**src/rtl/assert_macros.svh**
```systemverilog
// Assertion helpers shared by the RTL. In a synthesis build SYNTH is set
// and every macro expands to nothing.
`ifndef ASSERT_MACROS_SVH
`define ASSERT_MACROS_SVH

`ifndef SYNTH

// Clocked property with reset disable.
`define ASSERT_CLK(lbl, clk, rst_n, prop, msg) \
    lbl: assert property (@(posedge clk) disable iff (!rst_n) prop) else $error(msg);

// Condition that must never be seen at a clock edge outside reset.
`define ASSERT_NEVER(lbl, clk, rst_n, expr, msg) \
    lbl: assert property (@(posedge clk) disable iff (!rst_n) !(expr)) else $error(msg);

`else

`define ASSERT_CLK(lbl, clk, rst_n, prop, msg)
`define ASSERT_NEVER(lbl, clk, rst_n, expr, msg)

`endif

`endif

```
**src/rtl/ptb_pkg.sv**
```systemverilog
`timescale 1ns / 1ps
// ----------------------------------------------------------------------------
// ptb_pkg
// Sizes, register indexes and shared types of the page table builder.
// ----------------------------------------------------------------------------
package ptb_pkg;

    localparam int POOL_PAGES  = 16;
    localparam int IDX_W       = 9;
    localparam int ENTRIES     = 1 << IDX_W;
    localparam int PAGE_W      = $clog2(POOL_PAGES);
    localparam int CNT_W       = $clog2(POOL_PAGES + 1);
    localparam int ADDR_W      = PAGE_W + IDX_W;
    localparam int STORE_DEPTH = POOL_PAGES * ENTRIES;

    localparam int ENTRY_W     = 64;
    localparam int PPN_W       = 40;
    localparam int FLAG_W      = 12;
    localparam int VPN_W       = 36;
    localparam int PN_W        = ENTRY_W - FLAG_W;
    localparam int COUNT_W     = 5;
    localparam int CFG_DATA_W  = 40;
    localparam int CFG_IDX_W   = 1;

    localparam logic [CFG_IDX_W-1:0] CFG_POOL_BASE  = 1'd0;
    localparam logic [CFG_IDX_W-1:0] CFG_POOL_COUNT = 1'd1;

    typedef struct packed {
        logic                re;
        logic                we;
        logic [ADDR_W-1:0]   addr;
        logic [ENTRY_W-1:0]  wdata;
    } store_req_t;

    typedef struct packed {
        logic              present;
        logic              fault;
        logic [PAGE_W-1:0] page;
    } walk_decode_t;

endpackage

```
**src/rtl/ptb_entry_decode.sv**
```systemverilog
`timescale 1ns / 1ps
// ----------------------------------------------------------------------------
// ptb_entry_decode
// Decodes a table entry read during the walk: present bit, pool range check
// and the pool page that the entry points to.
// ----------------------------------------------------------------------------
module ptb_entry_decode
(
    input  logic [ptb_pkg::ENTRY_W-1:0] entry,
    input  logic [ptb_pkg::PPN_W-1:0]   base,
    output ptb_pkg::walk_decode_t       dec
);

    logic [ptb_pkg::PN_W:0] diff;
    logic                   in_pool;

    // The top bit of the difference is the borrow: entry below the pool base.
    assign diff    = {1'b0, entry[ptb_pkg::ENTRY_W-1:ptb_pkg::FLAG_W]}
                   - (ptb_pkg::PN_W + 1)'(base);
    assign in_pool = !diff[ptb_pkg::PN_W]
                   && (diff[ptb_pkg::PN_W-1:0] < ptb_pkg::PN_W'(ptb_pkg::POOL_PAGES));

    assign dec.present = entry[0];
    assign dec.fault   = entry[0] && !in_pool;
    assign dec.page    = diff[ptb_pkg::PAGE_W-1:0];

endmodule

```
**config.mk**
```make
export PLATFORM = sky130hd
export DESIGN_NAME = ptb_entry_decode
export DESIGN_NICKNAME = d
export VERILOG_FILES = /design/src/rtl/assert_macros.svh /design/src/rtl/ptb_pkg.sv /design/src/rtl/ptb_entry_decode.sv
export SDC_FILE = /design/constraint.sdc
export NUM_CORES = 1
export LEC_CHECK = 0
export ABC_AREA = 1
export BUFFER_PORTS_ARGS = -buffer_cell sky130_fd_sc_hd__buf_2
export CORE_MARGIN = 5
export CORE_UTILIZATION = 33
export DETAILED_ROUTE_END_ITERATION = 8
export PLACE_DENSITY = 0.59
export SLEW_MARGIN = 20
export SYNTH_ARGS = -nofsm -noshare
export SYNTH_HDL_FRONTEND = slang
export SYNTH_SLANG_ARGS = --single-unit
```
**constraint.sdc**
```tcl
create_clock -name vclk -period 2.55
set_clock_uncertainty 0.15 [all_clocks]
set_input_delay 0.255 -clock vclk [all_inputs]
set_output_delay 0.255 -clock vclk [all_outputs]
set_load 0.05 [all_outputs]
```
# Word-level counts from Yosys, hierarchy flattened
# Index checks and enable logic that the tools add are counted.
# classes
n_addsub,1
multipliers,0
n_div,0
order_cmp,1
eq_ne,0
shifts,0
n_mux,0
bitwise,0
reduce_logical,4
# ops
cell,n
$sub A52 B40 Y53,1
$lt A52 B5 Y1 const B,1
$logic_and A1 B1 Y1,2
$logic_not A1 Y1,2
# totals
reg_bits,0
latch_bits,0
ram_bits,0
mem_bits_ro,0
input_bits,104
output_inout_bits,6
n_memories,0

# Longest topological paths before layout
# logic_depth
word_depth,5
mapped_depth,22

# Worst setup path before layout
# Ideal clock, no wire load.
# synth_path
path_type,input to output
start,input port entry[12] in the netlist's numbering
end,output port dec[4] in the netlist's numbering
arrival_ns,2.482
path_slack_ns,-0.337
path_stages,19
n_path_buf,0
path_cell_list,inv_1 -> ha_1 -> inv_1 -> fa_1 -> nand2_1 -> nand2_2 -> nand3_2 -> nand2_2 -> nand2_2 -> nand2_2 -> nand2_1 -> nand3_1 -> nand2_1 -> nand2_1 -> o21ai_0 -> nor2_1 -> nand4_1 -> nor2_1 -> nor2_1
# synth_rtl
element,line_no,rtl
from (decl),ptb_entry_decode.sv:9,"input logic [ptb_pkg::ENTRY_W-1:0] entry,"
to (decl),ptb_entry_decode.sv:11,output ptb_pkg::walk_decode_t dec

==> flow_summary.ini <==
[worst_setup_path]
worst-path-buf-inv = 5
worstPathCellList = buf_6, inv_4, ha_4, inv_4, fa_2, nand2_2, nand2_4, nand2_2, xor2_1, nand2_1, inv_1, nand3_2, nor2_1, nand2_1, nor2_1, nand3_1, nor2_1, nand4_1, nor2_4, nor2_4, buf_8
slowest_stage = fa_2
crit_path_end_kind = output port
critical_path.max_stage_delay_ns = 0.38
crit_path_max_fanout = 3
critPathKind = input port to output port
crit_family = simple AND/OR/NAND/NOR gates
cp.required_ns = 2.14
timing.critical_path.mode_cell = nor2_1
cp_data_arrival_time_ns = 2.59
crit_path_start_kind = input port

[synthesis]
synth_most_common_cell = nand2_1
synthCells = 934
ys_types = 31
synth_commonest_cells = 373 x nand2_1, 190 x inv_1, 94 x nor2_1, 61 x nand3_1, 40 x ha_1
syn_avg_cell_area_um2 = 4.70
yosysTopAreaCell = nand2_1
yosysTopAreaCellShare = 0.319
yosys_warnings = 0
seq_area_frac_synth = 0
ys_top_cells_by_area = nand2_1 32%, inv_1 16%, ha_1 11%, nor2_1 8.0%, nand3_1 7.0%
synth.cell_area_um2 = 4390
syn-num-nets = 1079

[timing]
drv_slew = 0
finalSetupTns_ns = -0.445
tightest_slew_ns = 0.337
finalHoldViolations = 0
worst_slack_ns = -0.445
rsz0062_at_grt = true
hold_ws_ns = 0.663
finalSetupViolations = 1
maxClockFrequency_mhz = 334
finalCritPeriodShare = 1.17
slew-limit-headroom = 0.773
fin_crit_ns = 2.99

[finish]
n_antenna_cell = 0
nClkBuffers = 0
area_growth_pct = 42.5
seq_cells = 0
fin_nets = 1302
regArea_um2 = 0
drive_above_1_share = 0.302
stdcell_area_um2 = 6250
utilization = 0.476

[routing]
vias_per_cell = 4.67
drt_iter0_drc = 456
first_pass_iters = 5
drt-total-wl_um = 16600
ant_nets = 0
wire_per_inst_um = 12.5
num_vias = 6216
drc = 0

[place]
port_buffers = 99
hpwl_um = 14900
gp_congestion = 0.986
pre_cts_ws_ns = -0.539
place_area_um2 = 6030

[global_route]
met3_usage = 0.00896
met2_usage = 0.351
busiest_layer = met2
use_met1 = 0.290
grt_pass1_vias = 5797
grt_pass1_wl_um = 26900
grt.overflow.total = 0
grt_antenna_before_repair = 0
grt_max_degree = 6
track_usage = 0.203

[power_and_ir_drop]
vdd_ir_drop_max_mv = 0.0738
powerDensity_nw_per_um2 = 221
p_leak_nw = 3.81

[die]
die_x_um = 125
dieArea_um2 = 15700
num_rows = 42
initial_utilization = 0.334
io-pin-count = 110
coreArea_um2 = 13100
die_y_um = 125

[clock_network]
hold_buffers = 0
cts_setup_buffers = 0

[worst_hold_path]
hold_class = input port to output port

[run]
cap_violations = 0

[outcome]
outcome = complete, but fails checks
violations = setup timing
==> power by group <==
| part | switching [W] | internal (W) |
|---|---|---|
| Sequential | 0 | 0 |
| Clock | 0 | 0 |
| Combinational | 0.000806 | 0.000577 |
| Total | 0.000806 | 0.000577 |
==> per-layer routing <==
metal | vias to the layer above | share of wire
met4 | 0 | 0.0086
met3 | 16 | 0.072
met1 | 2745 | 0.45
li1 | 3261 | -
met2 | 194 | 0.47
met5 | - | 0
==> through the flow <==
| stage | power (W) | cells |
|---|---|---|
| finish | 0.00138 | 1331 |
| global route | 0.00153 | 1331 |
| CTS | 0.00133 | 1331 |
| detailed placement | 0.00130 | 1331 |
| global placement | 0.00130 | 1331 |
| floorplan | 0.000771 | 934 |
==> logic make-up after synthesis <==
logic type / count (synthesis) / synth area share
adders and majority gates: 41 / 0.119
AOI/OAI and AO/OA: 61 / 0.0805
and+or+nand+nor: 614 / 0.608
buffers and inverters: 213 / 0.183
xor gates and xnor gates: 5 / 0.00999
==> what timing repair did <==
item / CTS / global route
pin swaps: 7 / 17
endpoints found under the setup margin: 1 / 1
gates resized for setup: 23 / 37
==> path summary, 6_finish.rpt <==
kind,from,to,slack (ns),depth (start not counted)
worst min-delay path,entry[0],dec[5],0.66,2
worst max-delay path,entry[12],dec[4],-0.44,21
==> layout by cell type, fill, tap and decap left out, types with 4 or more instances in the layout <==
cell type / n
a21oi_1: 29
a21oi_2: 13
buf_2: 97
buf_4: 123
clkinv_1: 6
ha_1: 30
ha_2: 7
inv_1: 188
inv_2: 16
nand2_1: 358
nand2_2: 38
nand2_4: 5
nand3_1: 59
nand3_2: 5
nand3b_1: 11
nand4_1: 14
nor2_1: 83
nor2_2: 25
nor2_4: 5
o21ai_1: 5
o21bai_1: 4
==> final cells by class <==
type / count / area (um2)
fill: 1438 / 6890
multi-input combinational: 721 / 3790
timing repair buffer: 222 / 1440
inverter: 212 / 801
tap: 176 / 220
(Power assumes the default switching activity.)
